### src/hw/rtl/rcbr_pkg.sv
package rcbr_pkg;

  localparam int SENSORS      = 5;
  localparam int CHARGE_TICKS = 10;
  localparam int LINE_W       = 5;
  localparam int TIME_W       = 16;
  localparam int CNT_W        = ($clog2(SENSORS + 1) > 3) ? $clog2(SENSORS + 1) : 3;

  localparam logic [TIME_W-1:0] WHITE_RESET  = 16'd9999;
  localparam logic [TIME_W-1:0] THRESH_RESET = 16'd800;
  localparam logic [TIME_W-1:0] TIME_MAX     = 16'hFFFF;
  localparam logic [3:0]        CHARGE_LOAD  = 4'(CHARGE_TICKS);

  localparam logic [1:0] MODE_TICK   = 2'd0;
  localparam logic [1:0] MODE_DETECT = 2'd1;
  localparam logic [1:0] MODE_CALIB  = 2'd2;

  localparam logic [1:0] DET_NONE    = 2'd0;
  localparam logic [1:0] DET_MINE    = 2'd1;
  localparam logic [1:0] DET_CONTROL = 2'd2;

  typedef enum logic [1:0] {
    PH_IDLE    = 2'd0,
    PH_CHARGE  = 2'd1,
    PH_MEASURE = 2'd2
  } phase_t;

  typedef struct packed {
    logic [1:0]        mode;
    logic [LINE_W-1:0] sensor_lines;
  } item_t;

  typedef struct packed {
    logic       emitter_on;
    logic       charge_lines;
    logic       busy_res;
    logic       done_res;
    logic [1:0] detection;
    logic [2:0] dark_count;
  } result_t;

endpackage

### src/hw/rtl/rcbr_core.sv
module rcbr_core (
  input  logic              clk,
  input  logic              rst,
  input  logic              advance,
  input  rcbr_pkg::item_t   item,
  input  logic              cfg_wr_en,
  input  logic [15:0]       cfg_wr_data,
  output rcbr_pkg::result_t res
);

  localparam int N  = rcbr_pkg::SENSORS;
  localparam int TW = rcbr_pkg::TIME_W;
  localparam int CW = rcbr_pkg::CNT_W;

  logic [TW-1:0] threshold;
  logic [TW-1:0] white_level [N];
  logic [TW-1:0] measured_time [N];
  logic [N-1:0]  finished_mask;
  rcbr_pkg::phase_t phase;
  logic [3:0]    charge_left;
  logic [TW-1:0] elapsed;
  logic          calibrating;

  logic [TW-1:0] white_level_next [N];
  logic [TW-1:0] measured_time_next [N];
  logic [N-1:0]  finished_mask_next;
  rcbr_pkg::phase_t phase_next;
  logic [3:0]    charge_left_next;
  logic [TW-1:0] elapsed_next;
  logic          calibrating_next;

  logic [TW:0]   limit [N];
  logic [N+rcbr_pkg::LINE_W-1:0] lines_ext;
  logic [N-1:0]  level;
  logic [CW-1:0] cnt;
  logic          done;
  logic [1:0]    det;
  logic [2:0]    dark;
  logic          start;

  // Sensors beyond the physical lines read as low.
  assign lines_ext = {{N{1'b0}}, item.sensor_lines};
  assign level     = lines_ext[N-1:0];
  assign start     = (item.mode == rcbr_pkg::MODE_DETECT) ||
                     (item.mode == rcbr_pkg::MODE_CALIB);

  always_comb begin
    for (int i = 0; i < N; i++) begin
      limit[i] = {1'b0, white_level[i]} + {1'b0, threshold};
    end
  end

  always_comb begin
    for (int i = 0; i < N; i++) begin
      white_level_next[i]   = white_level[i];
      measured_time_next[i] = measured_time[i];
    end
    finished_mask_next = finished_mask;
    phase_next         = phase;
    charge_left_next   = charge_left;
    elapsed_next       = elapsed;
    calibrating_next   = calibrating;
    done               = 1'b0;
    det                = rcbr_pkg::DET_NONE;
    dark               = 3'd0;
    cnt                = '0;

    if (start) begin
      if (phase == rcbr_pkg::PH_IDLE) begin
        phase_next         = rcbr_pkg::PH_CHARGE;
        charge_left_next   = rcbr_pkg::CHARGE_LOAD;
        calibrating_next   = (item.mode == rcbr_pkg::MODE_CALIB);
        elapsed_next       = '0;
        finished_mask_next = '0;
      end
    end else begin
      unique case (phase)
        rcbr_pkg::PH_IDLE: begin
        end
        rcbr_pkg::PH_CHARGE: begin
          if (charge_left != 4'd0) begin
            charge_left_next = charge_left - 4'd1;
          end
          if (charge_left_next == 4'd0) begin
            phase_next   = rcbr_pkg::PH_MEASURE;
            elapsed_next = '0;
          end
        end
        rcbr_pkg::PH_MEASURE: begin
          for (int i = 0; i < N; i++) begin
            if (!finished_mask[i]) begin
              measured_time_next[i] = elapsed;
              if (!level[i] || ({1'b0, elapsed} > limit[i]) ||
                  (elapsed == rcbr_pkg::TIME_MAX)) begin
                finished_mask_next[i] = 1'b1;
              end
            end
          end
          if (elapsed != rcbr_pkg::TIME_MAX) begin
            elapsed_next = elapsed + 1'b1;
          end
          if (&finished_mask_next) begin
            done       = 1'b1;
            phase_next = rcbr_pkg::PH_IDLE;
            if (calibrating) begin
              for (int i = 0; i < N; i++) begin
                white_level_next[i] = measured_time_next[i];
              end
            end else begin
              for (int i = 0; i < N; i++) begin
                if ({1'b0, measured_time_next[i]} >= limit[i]) begin
                  cnt = cnt + 1'b1;
                end
              end
              if (cnt >= CW'(2)) begin
                det = (cnt == CW'(N)) ? rcbr_pkg::DET_CONTROL : rcbr_pkg::DET_MINE;
              end
              dark = (cnt > CW'(7)) ? 3'd7 : cnt[2:0];
            end
          end
        end
        default: begin
        end
      endcase
    end
  end

  always_comb begin
    res.emitter_on   = (phase_next != rcbr_pkg::PH_IDLE);
    res.charge_lines = (phase_next == rcbr_pkg::PH_CHARGE);
    res.busy_res     = (phase_next != rcbr_pkg::PH_IDLE);
    res.done_res     = done;
    res.detection    = det;
    res.dark_count   = dark;
  end

  always_ff @(posedge clk) begin
    if (rst) begin
      threshold     <= rcbr_pkg::THRESH_RESET;
      finished_mask <= '0;
      phase         <= rcbr_pkg::PH_IDLE;
      charge_left   <= 4'd0;
      elapsed       <= '0;
      calibrating   <= 1'b0;
      for (int i = 0; i < N; i++) begin
        white_level[i]   <= rcbr_pkg::WHITE_RESET;
        measured_time[i] <= '0;
      end
    end else begin
      if (cfg_wr_en) begin
        threshold <= cfg_wr_data;
      end
      if (advance) begin
        finished_mask <= finished_mask_next;
        phase         <= phase_next;
        charge_left   <= charge_left_next;
        elapsed       <= elapsed_next;
        calibrating   <= calibrating_next;
        for (int i = 0; i < N; i++) begin
          white_level[i]   <= white_level_next[i];
          measured_time[i] <= measured_time_next[i];
        end
      end
    end
  end

endmodule

### src/hw/rtl/rc_reflectance_bar_reader_unit.sv
// An item accepted into the input register is processed once the result
// register can take it, and its result is then held in the result register
// until it is taken.
// Throughput: one item per cycle while the result side does not stall, with the
// input register and the result register both filled while the result side stalls.
// Reset (rst, synchronous, active high) empties both registers, sets the
// threshold to 800, all white levels to 9999 and returns the reader to idle.
module rc_reflectance_bar_reader_unit (
  input  logic              clk,
  input  logic              rst,
  input  logic              in_valid,
  output logic              in_stall,
  input  rcbr_pkg::item_t   in_item,
  output logic              out_valid,
  input  logic              out_stall,
  output rcbr_pkg::result_t out_item,
  input  logic              cfg_wr_en,
  input  logic [15:0]       cfg_wr_data
);

  logic              item_valid;
  rcbr_pkg::item_t   item;
  logic              advance;
  rcbr_pkg::result_t res;

  // The held item is processed whenever the result register can take it.
  assign advance  = item_valid && (!out_valid || !out_stall);
  assign in_stall = item_valid && out_valid && out_stall;

  always_ff @(posedge clk) begin
    if (rst) begin
      item_valid <= 1'b0;
    end else if (!in_stall) begin
      item_valid <= in_valid;
    end
  end

  always_ff @(posedge clk) begin
    if (!in_stall && in_valid) begin
      item <= in_item;
    end
  end

  always_ff @(posedge clk) begin
    if (rst) begin
      out_valid <= 1'b0;
    end else if (advance) begin
      out_valid <= 1'b1;
    end else if (!out_stall) begin
      out_valid <= 1'b0;
    end
  end

  always_ff @(posedge clk) begin
    if (advance) begin
      out_item <= res;
    end
  end

  rcbr_core u_core (
    .clk         (clk),
    .rst         (rst),
    .advance     (advance),
    .item        (item),
    .cfg_wr_en   (cfg_wr_en),
    .cfg_wr_data (cfg_wr_data),
    .res         (res)
  );

endmodule

### config.mk
export PLATFORM = sky130hd
export DESIGN_NAME = rc_reflectance_bar_reader_unit
export DESIGN_NICKNAME = d
export VERILOG_FILES = /design/src/hw/rtl/rcbr_pkg.sv /design/src/hw/rtl/rcbr_core.sv /design/src/hw/rtl/rc_reflectance_bar_reader_unit.sv
export SDC_FILE = /design/constraint.sdc
export NUM_CORES = 1
export LEC_CHECK = 0
export ABC_AREA = 1
export BUFFER_PORTS_ARGS = -buffer_cell sky130_fd_sc_hd__clkbuf_2
export CAP_MARGIN = 25
export CORE_UTILIZATION = 56
export DETAILED_ROUTE_END_ITERATION = 16
export PLACE_DENSITY_LB_ADDON = 0.25
export SETUP_SLACK_MARGIN = 0.5
export SLEW_MARGIN = 30
export SYNTH_ARGS = -nofsm -noshare
export SYNTH_HDL_FRONTEND = slang
export SYNTH_SLANG_ARGS = --single-unit
### constraint.sdc
create_clock -name clk -period 7.2 [get_ports clk]
set_input_delay 0.36 -clock clk [delete_from_list [all_inputs] [get_ports clk]]
set_output_delay 0.36 -clock clk [all_outputs]
set_load 0.03 [all_outputs]
# Yosys cells after proc, flatten, opt, wreduce, memory -nomap -nowiden
# Memory sizes are Yosys's and may differ from the RTL's.
# Cells that the tools add are included.
dict set report totals {
  n_memories 2
  out_inout_bits 11
  latchBits 0
  mem_bits_rw 160
  ff_bits 61
  word_cells 209
  mem_bits_ro 0
  in_bits 28
}
# name depth word_bits rd rd_clocked_by_memory_dff wr line_no
set memory_table {}
lappend memory_table {u_core.measured_time 5 16 5 0 5 rcbr_core.sv:17} ;# logic [TW-1:0] measured_time [N];
lappend memory_table {u_core.white_level 5 16 5 0 5 rcbr_core.sv:16} ;# logic [TW-1:0] white_level [N];
dict set report op_classes {
  n_mul 0
  n_reduce_logical 39
  magnitude_cmp 12
  addsub 11
  bitwise 13
  eq_ne 12
  n_mux 105
  shift 0
  div_mod_pow 0
}
# cell n
set op_table {}
lappend op_table {{$mux W80} 6}
lappend op_table {{$mux W16} 29}
lappend op_table {{$add A16 B16 Y17} 5}
lappend op_table {{$ge A16 B17 Y1} 5}
lappend op_table {{$gt A16 B17 Y1} 5}
lappend op_table {{$mux W3} 25}
lappend op_table {{$pmux W16 S2} 1}
lappend op_table {{$mux W1} 29}
lappend op_table {{$mux W4} 6}
lappend op_table {{$add A16 B1 Y16 const B} 1}
lappend op_table {{$eq A16 B16 Y1 const B} 1}
lappend op_table {{$ne A16 B16 Y1 const B} 1}
lappend op_table {{$mux W5} 3}
lappend op_table {{$add A3 B1 Y3 const B} 4}
lappend op_table {{$logic_or A1 B1 Y1} 12}
lappend op_table {{$mux W2} 5}
lappend op_table {{$or A1 B1 Y1} 10}
lappend op_table {{$reduce_and A5 Y1} 2}
lappend op_table {{$reduce_and A3 Y1} 3}
lappend op_table {{$logic_not A1 Y1} 8}
lappend op_table {{$eq A2 B1 Y1 const B} 3}
lappend op_table {{$ne A3 B1 Y1 const B} 2}
lappend op_table {{$reduce_bool A2 Y1} 3}
lappend op_table {{$reduce_or A5 Y1} 1}
lappend op_table {{16 further kinds} 22}

# Depth between registers and ports, before layout
# An unclocked memory read counts as a cell.
dict set report logic_depth {
  word_depth 40
  ltp_mapped 37
  depth_no_buf 37
}

# Modules after synthesis
# Synthesis repeated with hierarchy kept, for this count alone.
dict set report unflattened {
  hier_cells 2013
  hier_area_um2 16644.7
}
# mod n_inst area_per_inst_um2 seq_area_each_um2 cells_per_inst
set by_module_without_submodules {}
lappend by_module_without_submodules {rcbr_core 1 16072.9 5685.5 1985}
lappend by_module_without_submodules {rc_reflectance_bar_reader_unit 1 571.8 520.5 28}

# Worst setup path after synthesis
# OpenSTA, ideal clock, no wires.
dict set report synth_timing {
  kind {reg-to-reg}
  from {register out_valid}
  to {memory u_core.measured_time[0][0] (netlist bit), enable pin}
  t_arrival_ns 6.932
  path_buffers 0
  path_stages_with_launch 6
  synth_period_minus_slack_ns 7.562
  setup_slack_ns -0.362
  setup_ns 0.629
  path_cell_list {dfxtp_1 > nand2_1 > inv_1 > nor2_1 > inv_1 > o21ai_0}
}
# item line_no
set synth_lines {}
lappend synth_lines {{from (decl)} rc_reflectance_bar_reader_unit.sv:14} ;# output logic out_valid,
lappend synth_lines {{from (signal assigned)} rc_reflectance_bar_reader_unit.sv:46} ;# out_valid <= 1'b0;
lappend synth_lines {{from (signal assigned)} rc_reflectance_bar_reader_unit.sv:48} ;# out_valid <= 1'b1;
lappend synth_lines {{from (signal assigned)} rc_reflectance_bar_reader_unit.sv:50} ;# out_valid <= 1'b0;
lappend synth_lines {{to (decl)} rcbr_core.sv:17}

==> impl_metrics.ini <==
[floorplan]
initial_core_util = 0.573
io_pins = 39
die_y_um = 177
die-area_um2 = 31300
rows = 63
die-width_um = 177
core-area_um2 = 29900

[clock_network]
cts_buffer_depth = 3
root_buffer = clkbuf_16
path_clk_slew_ns = 0.07
clock_latency_ns = 0.56
clock_sinks = 221
cts_buffers = 25
cts_tree = built
h-tree-depth = 1

[worst_setup_path]
critPathMaxStageDelay_ns = 0.71
required_ns = 7.41
endpoint_kind = flop
r2r_setup_slack_ns = 1.23
crit_type = flop to flop
slowest_stage = dfxtp_1
r2r_start = u_core.threshold[1]
startpoint_type = flop
worstRegToRegCells = 28
regToRegEndpoint = u_core.white_level[0][30]
path_max_fanout = 38
crit_arrival_ns = 6.18

[synth]
synthTopCellsByArea = edfxtp_1, ha_1, nand2_1
syn_inst = 2104
syn_area_um2 = 17100
async_reset_ff_frac = 0
yosys.area.top_type = edfxtp_1
synth_top_area_frac = 0.307
synth_nets = 2373
synth_cell_types = 59
avgSynthCellArea_um2 = 8.14
synth_seq_area_share = 0.361
synth-main-ff-cell = edfxtp_1
yosysWarnings = 0
synth-seq-cells = 221
synth_edf_count = 175

[finish]
seqCellArea_um2 = 6180
final_cells = 2571
syn_to_final_growth_pct = 9.94
final_layout_size_suffix_gt1_frac = 0.122
num_antenna_cells = 0
nFillCells = 2619
fin_util = 0.630
multi_input_area_um2 = 9850
final_nets = 2431

[detailed_routing]
drc_errors = 0
ant_nets = 0
drtIter0Drc = 1227
num_vias = 14900
drt_wl_total_um = 50200
wl_per_cell_um = 19.5
drt_pass1_iterations = 6
via_per_inst = 5.81

[global_route]
grt_pass1_wl_um = 77700
antenna_found_initial = 1
grt.total_usage = 0.326
grt_pass1_vias = 14200
globalRouteOverflowTotal = 0
grt_max_degree = 50

[sta]
final_max_slew_viol_count = 0
slew-limit-headroom = 0.325
worst_pin_slew_ns = 1.01
period_minus_slack_ns = 5.97
setup_viol = 0
fin_ws_ns = 1.23
hold_viol = 0
fmax_ghz = 0.167
finClkSkew_ns = 0.0266
rsz0062_at_grt = no
finalCritPeriodShare = 0.830
fin_setup_tns_ns = 0
holdWs_ns = 0.0252

[worst_hold_path]
holdPathStages = 3
hp-class = input pin to flop
min_from = cfg_wr_data[14]
hold-path-endpoint = u_core.threshold[14]

[placed_design]
gp_congestion = 0.937
portBuffers = 38
place_hpwl_um = 37000
place_inst = 2519
dp_slack_ns = 1.29

[outcome]
status = complete, no violations

[power]
ir_drop_mv = 0.206
p_per_area_nw_per_um2 = 196
p_leak_uw = 0.00887

[flow_run]
max_cap_violations = 0
[worst max-delay path: cells and delay by family (launching register included)]
family	cells	cell delay (ns)
compound gates	11	1.91
fa+ha+maj	2	0.66
buf+inv	1	0.43
flops	1	0.71
simple gates	14	1.88
[layer usage]
metal  wire length, µm  up-vias  GRT usage
met3              3800      126     0.0533
met4              2380        0      0.137
met1             21500     6970      0.431
met5                 0        -          0
met2             22500      566      0.529
li1                  -     7275          -
[synth_stat cells (4+ instances only)]
cell type	count
a21oi_1	130
nand3_2	12
buf_2	4
nand2_2	27
o21ai_0	125
a31oi_1	12
nand2_1	404
edfxtp_1	175
nand4_1	47
clkbuf_1	32
a211oi_1	10
dfxtp_1	46
a221oi_1	4
a21oi_2	4
xor2_1	41
a21o_1	7
nor3_2	4
o221ai_1	4
nor2_1	238
nor3_1	18
or2_2	72
nor4_1	7
fa_1	5
o21ai_1	8
inv_2	11
xnor2_1	25
a21boi_0	4
o21bai_1	9
ha_1	236
nand3_1	86
nor2_2	9
inv_1	243
[worst max-delay path by stage]
stage	start	endpoint	slack (ns)	depth (start not counted)
after floorplan	u_core.threshold[1]	u_core.white_level[0][0]	1.26	27
after global placement	u_core.threshold[1]	u_core.white_level[0][14]	1.43	28
after detailed placement	u_core.threshold[1]	u_core.white_level[0][29]	1.29	28
after CTS	u_core.threshold[1]	u_core.white_level[0][30]	1.27	28
after global routing	u_core.threshold[1]	u_core.white_level[0][30]	0.60	28
final	u_core.threshold[1]	u_core.white_level[0][30]	1.23	28
[cell usage in the layout, fill, tap and decap left out, types with 5 or more instances in the layout]
| master | count |
|---|---|
| edfxtp_1 | 175 |
| nand2_2 | 27 |
| ha_1 | 236 |
| xnor2_1 | 25 |
| o21bai_1 | 9 |
| o21ai_0 | 124 |
| inv_2 | 11 |
| nor3_1 | 18 |
| a21o_1 | 7 |
| a211oi_1 | 10 |
| nor2_2 | 9 |
| inv_1 | 243 |
| nand3_1 | 86 |
| bufinv_16 | 5 |
| dlygate4sd3_1 | 6 |
| clkbuf_16 | 25 |
| nand3_2 | 12 |
| clkbuf_2 | 38 |
| nor4_1 | 7 |
| or2_2 | 72 |
| nor2_1 | 237 |
| nand2_1 | 403 |
| o21ai_1 | 8 |
| a21oi_1 | 130 |
| dfxtp_1 | 46 |
| fa_1 | 5 |
| clkinvlp_4 | 5 |
| xor2_1 | 41 |
| a31oi_1 | 12 |
| nand4_1 | 47 |
| buf_4 | 25 |
[layout make-up]
type                       count  share of cell area
timing repair buffer          69              0.0233
tap                          390              0.0259
clock buffer                  29              0.0351
multi-input combinational   1586               0.523
inverter                     259              0.0518
clock inverter                17              0.0128
sequential                   221               0.328
[per-stage QoR]
step | power (µW) | area [µm²]
finish | 3690 | 18800
global route | 3850 | 18800
CTS | 3680 | 18800
detailed placement | 2290 | 17900
global placement | 2260 | 17900
floorplan | 2080 | 17100
[state kept, by name (all words and copies together) (netlist names)]
name / cells
u_core.elapsed: 16
item_valid: 1
u_core.charge_left: 4
out_valid: 1
item: 7
u_core.threshold: 16
u_core.calibrating: 1
u_core.finished_mask: 5
u_core.measured_time: 80
out_item: 8
u_core.phase: 2
u_core.white_level: 80
[power by group]
part           leakage (µW)  internal, µW  switching (µW)
registers           0.00208          1420            44.5
clock network      0.000423           842             563
logic               0.00637           291             528
[cell families after synthesis]
kind of cell	share of synthesized area
xor gates and xnor gates	0.0351
and+or+nand+nor	0.249
adders and majority gates	0.178
buffers and inverters	0.0658
DFF	0.361
AOI/OAI and AO/OA	0.112
[timing repair]
action,4_1_cts,5_1_grt
hold buffers,5,1
hold endpoints to repair,5,1
resized for setup,0,0
buffers inserted,0,0
No activity file was read; power rests on OpenSTA's default activity.
